[config.mk]
export PLATFORM = sky130hd
export DESIGN_NAME = reader_command_handshake
export DESIGN_NICKNAME = d
export VERILOG_FILES = /design/src/hw/rtl/rch_pkg.sv /design/src/hw/rtl/rch_ctrl.sv /design/src/hw/rtl/rch_datapath.sv /design/src/hw/rtl/reader_command_handshake.sv
export SDC_FILE = /design/constraint.sdc
export NUM_CORES = 1
export LEC_CHECK = 0
export ABC_AREA = 1
export BUFFER_PORTS_ARGS = -buffer_cell sky130_fd_sc_hd__buf_2
export CAP_MARGIN = 0
export CORE_UTILIZATION = 45
export CTS_BUF_LIST = sky130_fd_sc_hd__clkbuf_2 sky130_fd_sc_hd__clkbuf_4 sky130_fd_sc_hd__clkbuf_8
export CTS_CLUSTER_SIZE = 12
export DETAILED_ROUTE_END_ITERATION = 16
export PLACE_DENSITY = 0.66
export SYNTH_ARGS = -nofsm -noshare
export SYNTH_HDL_FRONTEND = slang
export SYNTH_HIERARCHICAL = 1
export SYNTH_SLANG_ARGS = --single-unit
[constraint.sdc]
create_clock -name clk_i -period 9 [get_ports clk_i]
set_input_delay 0.45 -clock clk_i [delete_from_list [all_inputs] [get_ports clk_i]]
set_output_delay 0.45 -clock clk_i [all_outputs]
set_load 0.03 [all_outputs]
[src/hw/rtl/rch_pkg.sv]
// Shared types and constants for the reader command handshake block.
`default_nettype none

package rch_pkg;

  // Input item function codes
  localparam logic [1:0] FUNC_START = 2'd0;
  localparam logic [1:0] FUNC_BYTE  = 2'd1;
  localparam logic [1:0] FUNC_TICK  = 2'd2;
  localparam logic [1:0] FUNC_LOAD  = 2'd3;

  // Completion status codes
  localparam logic [1:0] STATUS_OK      = 2'd0;
  localparam logic [1:0] STATUS_WRONG   = 2'd1;
  localparam logic [1:0] STATUS_TIMEOUT = 2'd2;

  // Configuration register indexes
  localparam logic [2:0] CFG_HANDSHAKE_TO = 3'd0;
  localparam logic [2:0] CFG_EXECUTE_TO   = 3'd1;
  localparam logic [2:0] CFG_RECEIVE_TO   = 3'd2;
  localparam logic [2:0] CFG_ACK_TO       = 3'd3;
  localparam logic [2:0] CFG_SEND_CODE    = 3'd4;

  // Configuration reset values
  localparam logic [9:0] HANDSHAKE_TO_RST = 10'd200;
  localparam logic [9:0] EXECUTE_TO_RST   = 10'd300;
  localparam logic [9:0] RECEIVE_TO_RST   = 10'd600;
  localparam logic [9:0] ACK_TO_RST       = 10'd100;
  localparam logic [7:0] SEND_CODE_RST    = 8'h15;

  // Protocol bytes
  localparam logic [7:0] START_BYTE = 8'h2A;
  localparam logic [7:0] ACK_BYTE   = 8'hBB;

  // Timer saturation and payload burst ceiling
  localparam logic [9:0] ELAPSED_MAX = 10'h3FF;
  localparam int unsigned MAX_BURST  = 8;

  typedef struct packed {
    logic [1:0] func;
    logic [7:0] cmd_code;
    logic [7:0] data_length;
    logic [7:0] byte_value;
    logic [2:0] payload_index;
  } in_item_t;

  typedef struct packed {
    logic       tx_valid;
    logic [7:0] tx_byte;
    logic       rx_valid;
    logic [7:0] rx_out;
    logic       done_res;
    logic [1:0] status;
    logic       checksum_ok;
    logic       last;
  } out_item_t;

  // What follows the evaluation of an item
  typedef enum logic [1:0] {
    FOLLOW_NONE,
    FOLLOW_DONE,
    FOLLOW_BURST
  } follow_e;

  // Controller to datapath commands
  typedef struct packed {
    logic capture;
    logic apply;
    logic burst_read;
    logic push_payload;
    logic push_done;
  } dp_cmd_t;

  // Datapath to controller status
  typedef struct packed {
    logic    out_free;
    follow_e follow;
    logic    burst_last;
  } dp_stat_t;

endpackage

`default_nettype wire

[src/hw/rtl/rch_ctrl.sv]
// Sequencing controller for the reader command handshake block.
`default_nettype none

module rch_ctrl
  import rch_pkg::*;
(
  input  wire logic     clk_i,
  input  wire logic     rst_ni,
  input  wire logic     in_valid_i,
  output logic          in_ready_o,
  input  wire dp_stat_t stat_i,
  output dp_cmd_t       cmd_o
);

  typedef enum logic [2:0] {
    ST_IDLE,
    ST_EVAL,
    ST_BREAD,
    ST_BPUSH,
    ST_DONE
  } state_e;

  state_e state_q, state_d;

  // Commands and next state
  always_comb begin
    cmd_o      = '0;
    in_ready_o = 1'b0;
    state_d    = state_q;
    unique case (state_q)
      ST_IDLE: begin
        in_ready_o    = 1'b1;
        cmd_o.capture = in_valid_i;
        if (in_valid_i) state_d = ST_EVAL;
      end
      ST_EVAL: begin
        if (stat_i.out_free) begin
          cmd_o.apply = 1'b1;
          unique case (stat_i.follow)
            FOLLOW_DONE:  state_d = ST_DONE;
            FOLLOW_BURST: state_d = ST_BREAD;
            default:      state_d = ST_IDLE;
          endcase
        end
      end
      ST_BREAD: begin
        cmd_o.burst_read = 1'b1;
        state_d          = ST_BPUSH;
      end
      ST_BPUSH: begin
        if (stat_i.out_free) begin
          cmd_o.push_payload = 1'b1;
          state_d = stat_i.burst_last ? ST_IDLE : ST_BREAD;
        end
      end
      ST_DONE: begin
        if (stat_i.out_free) begin
          cmd_o.push_done = 1'b1;
          state_d         = ST_IDLE;
        end
      end
      default: state_d = ST_IDLE;
    endcase
  end

  // State register
  always_ff @(posedge clk_i or negedge rst_ni) begin
    if (!rst_ni) begin
      state_q <= ST_IDLE;
    end else begin
      state_q <= state_d;
    end
  end

endmodule

`default_nettype wire

[src/hw/rtl/rch_datapath.sv]
// Protocol state, timers, checksum, payload store and output register.
`default_nettype none

module rch_datapath
  import rch_pkg::*;
#(
  parameter int unsigned PAYLOAD_DEPTH = 8
) (
  input  wire logic       clk_i,
  input  wire logic       rst_ni,
  input  wire in_item_t   in_item_i,
  input  wire dp_cmd_t    cmd_i,
  output dp_stat_t        stat_o,
  input  wire logic       cfg_valid_i,
  output logic            cfg_ready_o,
  input  wire logic [2:0] cfg_index_i,
  input  wire logic [9:0] cfg_data_i,
  output logic            out_valid_o,
  input  wire logic       out_ready_i,
  output out_item_t       out_item_o
);

  localparam int unsigned ADDR_W = (PAYLOAD_DEPTH > 1) ? $clog2(PAYLOAD_DEPTH) : 1;
  localparam int unsigned WIDE_W = 7;
  localparam logic [7:0] BURST_LIM =
      (PAYLOAD_DEPTH < MAX_BURST) ? 8'(PAYLOAD_DEPTH) : 8'(MAX_BURST);

  typedef enum logic [2:0] {
    PH_IDLE,
    PH_INIT,
    PH_ECHO,
    PH_EXEC,
    PH_RECV,
    PH_ACK
  } phase_e;

  // Configuration registers
  logic [9:0] hs_to_q, ex_to_q, rx_to_q, ack_to_q;
  logic [7:0] send_code_q;

  // Protocol state
  phase_e     phase_q, phase_d;
  logic [7:0] command_q, command_d;
  logic [7:0] remaining_q, remaining_d;
  logic [9:0] elapsed_q, elapsed_d;
  logic [7:0] sum_q, sum_d;
  logic       checked_q, checked_d;

  // Captured item, done flag for the receive end, burst counters
  in_item_t   it_q;
  logic       done_ck_q, done_ck_d;
  logic [3:0] bidx_q, bcnt_q;
  logic [3:0] bcnt_d;

  // Payload memory
  logic [7:0] mem_q [PAYLOAD_DEPTH];
  logic [7:0] rd_q;

  // Output register
  logic       out_valid_q;
  out_item_t  out_q;
  logic       out_free;

  // Evaluation results
  out_item_t  res;
  logic       has_res;
  follow_e    follow;
  logic [7:0] burst_cnt;
  logic [9:0] elapsed_inc;
  logic [9:0] limit;
  logic [7:0] rem_dec;
  logic [7:0] b;

  // Result words for a payload byte and a trailing completion
  out_item_t  pay_word;
  out_item_t  done_word;

  logic [WIDE_W-1:0] load_wide;
  logic [WIDE_W-1:0] rd_wide;
  logic              load_ok;

  assign b           = it_q.byte_value;
  assign out_free    = !out_valid_q || out_ready_i;
  assign burst_cnt   = (remaining_q < BURST_LIM) ? remaining_q : BURST_LIM;
  assign elapsed_inc = (elapsed_q != ELAPSED_MAX) ? elapsed_q + 10'd1 : elapsed_q;
  assign rem_dec     = remaining_q - 8'd1;
  assign load_wide   = {{(WIDE_W-3){1'b0}}, it_q.payload_index};
  assign load_ok     = load_wide < WIDE_W'(PAYLOAD_DEPTH);
  assign rd_wide     = {{(WIDE_W-4){1'b0}}, bidx_q};

  // Phase timeout limit
  always_comb begin
    case (phase_q) inside
      PH_INIT, PH_ECHO: limit = hs_to_q;
      PH_EXEC:          limit = ex_to_q;
      PH_RECV:          limit = rx_to_q;
      default:          limit = ack_to_q;
    endcase
  end

  // Evaluate the captured item against the protocol phase
  always_comb begin
    phase_d     = phase_q;
    command_d   = command_q;
    remaining_d = remaining_q;
    elapsed_d   = elapsed_q;
    sum_d       = sum_q;
    checked_d   = checked_q;
    done_ck_d   = done_ck_q;
    bcnt_d      = bcnt_q;
    res         = '0;
    has_res     = 1'b0;
    follow      = FOLLOW_NONE;
    unique case (it_q.func)
      FUNC_START: begin
        command_d   = it_q.cmd_code;
        remaining_d = it_q.data_length;
        elapsed_d   = '0;
        sum_d       = '0;
        checked_d   = 1'b0;
        phase_d     = PH_INIT;
        res.tx_valid = 1'b1;
        res.tx_byte  = START_BYTE;
        has_res      = 1'b1;
      end
      FUNC_BYTE: begin
        unique case (phase_q) inside
          PH_INIT, PH_ECHO: begin
            if (b != ((phase_q == PH_INIT) ? ACK_BYTE : command_q)) begin
              res.done_res = 1'b1;
              res.status   = STATUS_WRONG;
              phase_d      = PH_IDLE;
            end else begin
              res.tx_valid = 1'b1;
              res.tx_byte  = (phase_q == PH_INIT) ? command_q : ACK_BYTE;
              phase_d      = (phase_q == PH_INIT) ? PH_ECHO : PH_EXEC;
              elapsed_d    = '0;
            end
            has_res = 1'b1;
          end
          PH_EXEC: begin
            if (b != ACK_BYTE) begin
              res.done_res = 1'b1;
              res.status   = STATUS_WRONG;
              has_res      = 1'b1;
              phase_d      = PH_IDLE;
            end else begin
              elapsed_d = '0;
              if (command_q == send_code_q) begin
                phase_d = PH_ACK;
                bcnt_d  = burst_cnt[3:0];
                if (burst_cnt != 8'd0) follow = FOLLOW_BURST;
              end else if (remaining_q == 8'd0) begin
                res.done_res    = 1'b1;
                res.status      = STATUS_OK;
                res.checksum_ok = 1'b1;
                has_res         = 1'b1;
                phase_d         = PH_IDLE;
              end else begin
                checked_d = remaining_q >= 8'd2;
                sum_d     = '0;
                phase_d   = PH_RECV;
              end
            end
          end
          PH_RECV: begin
            res.rx_valid = 1'b1;
            res.rx_out   = b;
            has_res      = 1'b1;
            remaining_d  = rem_dec;
            if (rem_dec == 8'd0) begin
              follow    = FOLLOW_DONE;
              done_ck_d = checked_q ? (sum_q == b) : 1'b1;
              phase_d   = PH_IDLE;
            end else begin
              sum_d = sum_q + b;
            end
          end
          PH_ACK: begin
            res.done_res = 1'b1;
            res.status   = STATUS_OK;
            has_res      = 1'b1;
            phase_d      = PH_IDLE;
          end
          default: ;
        endcase
      end
      FUNC_TICK: begin
        if (phase_q != PH_IDLE) begin
          elapsed_d = elapsed_inc;
          if (elapsed_inc > limit) begin
            res.done_res = 1'b1;
            res.status   = STATUS_TIMEOUT;
            has_res      = 1'b1;
            phase_d      = PH_IDLE;
          end
        end
      end
      default: ;
    endcase
    res.last = has_res && (follow == FOLLOW_NONE);
  end

  // Payload byte and completion words
  always_comb begin
    pay_word             = '0;
    pay_word.tx_valid    = 1'b1;
    pay_word.tx_byte     = rd_q;
    pay_word.last        = stat_o.burst_last;
    done_word            = '0;
    done_word.done_res   = 1'b1;
    done_word.status     = STATUS_OK;
    done_word.checksum_ok = done_ck_q;
    done_word.last       = 1'b1;
  end

  // Configuration, protocol state and control registers
  always_ff @(posedge clk_i or negedge rst_ni) begin
    if (!rst_ni) begin
      hs_to_q     <= HANDSHAKE_TO_RST;
      ex_to_q     <= EXECUTE_TO_RST;
      rx_to_q     <= RECEIVE_TO_RST;
      ack_to_q    <= ACK_TO_RST;
      send_code_q <= SEND_CODE_RST;
      phase_q     <= PH_IDLE;
      command_q   <= '0;
      remaining_q <= '0;
      elapsed_q   <= '0;
      sum_q       <= '0;
      checked_q   <= 1'b0;
      bidx_q      <= '0;
      bcnt_q      <= '0;
      out_valid_q <= 1'b0;
    end else begin
      if (cfg_valid_i) begin
        unique case (cfg_index_i)
          CFG_HANDSHAKE_TO: hs_to_q     <= cfg_data_i;
          CFG_EXECUTE_TO:   ex_to_q     <= cfg_data_i;
          CFG_RECEIVE_TO:   rx_to_q     <= cfg_data_i;
          CFG_ACK_TO:       ack_to_q    <= cfg_data_i;
          CFG_SEND_CODE:    send_code_q <= cfg_data_i[7:0];
          default: ;
        endcase
      end
      if (cmd_i.apply) begin
        phase_q     <= phase_d;
        command_q   <= command_d;
        remaining_q <= remaining_d;
        elapsed_q   <= elapsed_d;
        sum_q       <= sum_d;
        checked_q   <= checked_d;
        bcnt_q      <= bcnt_d;
        bidx_q      <= '0;
      end else if (cmd_i.push_payload) begin
        bidx_q <= bidx_q + 4'd1;
      end
      if (cmd_i.push_payload || cmd_i.push_done || (cmd_i.apply && has_res)) begin
        out_valid_q <= 1'b1;
      end else if (out_ready_i) begin
        out_valid_q <= 1'b0;
      end
    end
  end

  // Payload registers: captured item, output word, memory
  always_ff @(posedge clk_i) begin
    if (cmd_i.capture) it_q <= in_item_i;
    if (cmd_i.apply) done_ck_q <= done_ck_d;
    if (cmd_i.apply && (it_q.func == FUNC_LOAD) && load_ok) begin
      mem_q[load_wide[ADDR_W-1:0]] <= b;
    end
    if (cmd_i.burst_read) rd_q <= mem_q[rd_wide[ADDR_W-1:0]];
    if (cmd_i.apply && has_res) begin
      out_q <= res;
    end else if (cmd_i.push_payload) begin
      out_q <= pay_word;
    end else if (cmd_i.push_done) begin
      out_q <= done_word;
    end
  end

  assign stat_o.out_free   = out_free;
  assign stat_o.follow     = follow;
  assign stat_o.burst_last = (bidx_q + 4'd1) == bcnt_q;
  assign cfg_ready_o       = 1'b1;
  assign out_valid_o       = out_valid_q;
  assign out_item_o        = out_q;

  // A result is only written when the output register can take it
  a_push_free: assert property (@(posedge clk_i) disable iff (!rst_ni)
    (cmd_i.push_payload || cmd_i.push_done || (cmd_i.apply && has_res)) |-> out_free)
    else $error("result pushed into a full output register");

  // Payload bursts never run past their count
  a_burst_range: assert property (@(posedge clk_i) disable iff (!rst_ni)
    cmd_i.push_payload |-> (bidx_q < bcnt_q))
    else $error("payload burst index out of range");

  // A start always enters the first handshake phase
  a_start_phase: assert property (@(posedge clk_i) disable iff (!rst_ni)
    (cmd_i.apply && (it_q.func == FUNC_START)) |=> (phase_q == PH_INIT))
    else $error("start did not enter the first handshake phase");

  // A completion never carries an undefined status code
  a_done_status: assert property (@(posedge clk_i) disable iff (!rst_ni)
    (out_valid_q && out_q.done_res) |-> (out_q.status != 2'd3))
    else $error("completion with undefined status");

endmodule

`default_nettype wire

[src/hw/rtl/reader_command_handshake.sv]
// Top level of the reader command handshake block.
// Host side of a serial card-reader command exchange.
// Input channel (in_valid_i/in_ready_o, in_item_i): one transfer per event:
//   start command, received byte, millisecond tick or payload load.
// Output channel (out_valid_o/out_ready_i, out_item_o): zero to eight result
//   transfers per input event; the last one of an event has last set.
// Config channel (cfg_valid_i/cfg_ready_o): always ready, writes the four
//   timeout limits and the send command code; write only while idle.
// Sequence: an event is captured while idle and evaluated once the output
//   register is free, which loads any first result into the output register;
//   a trailing completion takes one more output load, and each payload byte of
//   a send burst takes one payload memory read and then one output load.
//   The output register parts the channels: the next event is taken while
//   the last result still waits.
// When the receiver stalls, evaluation waits for the output register to
//   free up; no result is lost or repeated.
// Reset returns to idle with the default limits; payload memory is not
//   cleared and slots must be loaded before they are sent.
`default_nettype none

module reader_command_handshake
  import rch_pkg::*;
#(
  parameter int unsigned PAYLOAD_DEPTH = 8
) (
  input  wire logic       clk_i,
  input  wire logic       rst_ni,
  input  wire logic       in_valid_i,
  output logic            in_ready_o,
  input  wire in_item_t   in_item_i,
  output logic            out_valid_o,
  input  wire logic       out_ready_i,
  output out_item_t       out_item_o,
  input  wire logic       cfg_valid_i,
  output logic            cfg_ready_o,
  input  wire logic [2:0] cfg_index_i,
  input  wire logic [9:0] cfg_data_i
);

  dp_cmd_t  cmd;
  dp_stat_t stat;

  rch_ctrl u_ctrl (
    .clk_i      (clk_i),
    .rst_ni     (rst_ni),
    .in_valid_i (in_valid_i),
    .in_ready_o (in_ready_o),
    .stat_i     (stat),
    .cmd_o      (cmd)
  );

  rch_datapath #(
    .PAYLOAD_DEPTH (PAYLOAD_DEPTH)
  ) u_datapath (
    .clk_i       (clk_i),
    .rst_ni      (rst_ni),
    .in_item_i   (in_item_i),
    .cmd_i       (cmd),
    .stat_o      (stat),
    .cfg_valid_i (cfg_valid_i),
    .cfg_ready_o (cfg_ready_o),
    .cfg_index_i (cfg_index_i),
    .cfg_data_i  (cfg_data_i),
    .out_valid_o (out_valid_o),
    .out_ready_i (out_ready_i),
    .out_item_o  (out_item_o)
  );

endmodule

`default_nettype wire
==> flow_metrics.tcl <==
set metrics [dict create \
    cts_tree "done" \
    cpMaxStageDelayCell "nand3_1" \
    synth_nets 1272 \
    route.detailed.drc 0 \
    tns_ps 0 \
    whs_ps 93.07 \
    worst_pin_slew_ps 1098 \
    peakVddDrop_mv 0.1575 \
    die-area_mm2 0.02488 \
    worst-path-buf-inv 3 \
    netlist_area_mm2 0.01091 \
    wl_per_cell_um 15.67 \
    setup_viol 0 \
    synthArstFlopShare_pct 43.95 \
    viasPerCell 5.150 \
    yosys.area.top_type "edfxtp_1" \
    synth.distinct_cells 49 \
    worstPathCellList "nor2_1, inv_1, nand3_1, inv_1, a21oi_1, o31ai_1, o21ai_0, ha_1, nand2_1, nor2_1, nand4_1, nand3_1, nand2_1, inv_1, nand2_4, nand2_4, nand3_1" \
    final_common_cell "nand2_1" \
    drv_cap 0 \
    ys_seq_area_share_pct 57.06 \
    cts.sinks 223 \
    relSlewSlack_pct 26.80 \
    dieHeight_um 157.7 \
    drt_first_iter_violations 715 \
    synth_cells 1198 \
    num_rows 56 \
    synth-edff-count 125 \
    fillers 2174 \
    fp.coreArea_mm2 0.02361 \
    yosys_warnings 6 \
    insertion_delay_ps 540 \
    dr.pass1.iters 7 \
    start_util_pct 46.22 \
    antenna_found_initial 0 \
    syn2layout_area_growth_pct 13.45 \
    outcome "finished clean" \
    path_class "reg -> reg" \
    synth_seq_cells 223 \
    numCtsBuffers 38 \
    regArea_mm2 0.006227 \
    htreeDepth 2 \
    arrival_ps 4540 \
    post-route-min-period_ps 4547 \
    synth_ff_type "edfxtp_1" \
    n_antenna_cell 0 \
    power.leakage_nw 5.524 \
    rrSetupSlack_ps 4450 \
    syn_avg_cell_area_um2 9.109 \
    cts_setup_buffers 0 \
    powerDensity_mw_per_mm2 257.2 \
    die_w_um 157.7 \
    multi_input_area_mm2 0.004018 \
    required_ps 8990 \
    wirelength_um 25460 \
    ios 73 \
    grt_max_degree 80 \
    post_cts_resized 0 \
    cp_max_fo 23 \
    finalHoldViolCount 0 \
    worst_setup_path_end_kind "flip-flop" \
    fmax_mhz 219.9 \
    vias 8369 \
    fin_nets 1351 \
    track_usage_pct 21.26 \
    clkTransAtPathRegs_ps 60 \
    final_cell_mix "nand2_1 (290), nor2_1 (165), edfxtp_1 (125)" \
    ctsRootBufferMaster "clkbuf_8" \
    hold_class "in -> reg" \
    grt_remaining_overflow 0 \
    netlist.area_leader.share_pct 34.40 \
    finalMaxSlewViolations 0 \
    clock_path_buffers 3 \
    grt_pass1_vias 7755 \
    rsz0062_at_grt "no" \
    grt_pass1_wl_um 40580 \
    drive_above_1_share_pct 15.54 \
    io_buffers 71 \
    start_kind "flip-flop" \
    place.gp.congestion 0.9316 \
    fin_crit_sh_pct 50.53 \
    fin_worst_skew_ps 22.00 \
    critPathMaxStageDelay_ps 760 \
    dp_hpwl_um 17860 \
    synthTopCellsByArea "edfxtp_1 (34%), dfrtp_1 (19%), nand2_1 (10%)" \
    antenna_left 0 \
    crit_family "simple AND/OR/NAND/NOR gates" \
]
==> report_power, final <==
part           total, mW  internal [mW]  switching [mW]
Sequential          1.37           1.26           0.109
Combinational      0.824          0.251           0.572
Clock              0.993          0.588           0.405
Total               3.18           2.10            1.09
==> synth_stat cells (5+ instances only) <==
| master | number |
|---|---|
| xor2_1 | 9 |
| nand4_1 | 16 |
| edfxtp_1 | 125 |
| o21ai_2 | 10 |
| o22ai_1 | 15 |
| o21ai_0 | 111 |
| o31ai_1 | 7 |
| nand3_2 | 5 |
| a31oi_1 | 10 |
| clkbuf_1 | 28 |
| dfstp_2 | 17 |
| nor2_1 | 165 |
| nand3_1 | 56 |
| dfrtp_1 | 81 |
| nand2_1 | 290 |
| a21oi_1 | 27 |
| nor3_1 | 8 |
| ha_1 | 26 |
| inv_1 | 116 |
| o211ai_1 | 5 |
| xnor2_1 | 11 |
| inv_2 | 7 |
| buf_6 | 5 |
==> cell families after synthesis <==
| kind of cell | share of synthesized area (%) |
|---|---|
| simple gates | 21.69 |
| flops | 57.06 |
| compound gates | 9.975 |
| buf+inv | 6.168 |
| fa+ha+maj | 3.164 |
| xor+xnor | 1.605 |
| mux | 0.2981 |
| other cells | 0.03436 |
==> metal layers <==
layer  up-vias  GRT usage, %  part of all wire (%)
li1       4144             -                     -
met1      3920         29.39                    45
met2       270         33.98                    45
met3        35         4.051                   7.5
met4         0         6.241                   1.9
met5         -             0                     0
==> sequential cells by signal (all words and copies together) (netlist names), 10 cells and up <==
register               flops
u_datapath/ex_to_q        10
u_datapath/ack_to_q       10
u_datapath/out_item_o     23
u_datapath/mem_q          64
u_datapath/elapsed_q      10
u_datapath/it_q           21
u_datapath/hs_to_q        10
u_datapath/rx_to_q        10
==> per-stage QoR <==
| step | setup slack [ps] | utilization [%] | power [mW] | area (um2) | std cells |
|---|---|---|---|---|---|
| final | 4453 | 52.43 | 3.184 | 12380 | 1625 |
| after global routing | 3885 | 52.43 | 3.387 | 12380 | 1625 |
| after CTS | 4459 | 52.43 | 3.206 | 12380 | 1625 |
| after detailed placement | 4461 | 48.85 | 2.203 | 11530 | 1555 |
| after global placement | 4599 | 48.85 | 2.182 | 11530 | 1555 |
| after floorplan | 5329 | - | 1.986 | 10910 | 1198 |
==> timing repair <==
item	4_1_cts	5_1_grt
endpoints found under the hold margin	19	0
setup endpoints to repair	0	0
hold buffers	1	0
==> path summary, 6_finish.rpt <==
check                                           start                   endpoint  cells after the start
max in group asynchronous                      rst_ni    u_datapath/elapsed_q[9]                      3
worst min register to register    u_datapath/it_q[25]    u_datapath/command_q[6]                      1
worst min-delay path                    in_item_i[28]        u_datapath/it_q[28]                      1
worst max-delay path            u_datapath/phase_q[0]  u_datapath/out_item_o[10]                     17
min in group asynchronous                      rst_ni       u_datapath/bidx_q[3]                      2
worst max register to register  u_datapath/phase_q[0]  u_datapath/out_item_o[10]                     17
==> cell type report <==
type	count	area share, %
inverters	124	3.759
well taps	319	3.224
repair buffers	81	3.517
multi-input cells	809	32.45
clock inverters	15	1.455
flip-flops and latches	223	50.30
clock buffers	54	5.296
(Power assumes the default switching activity.)
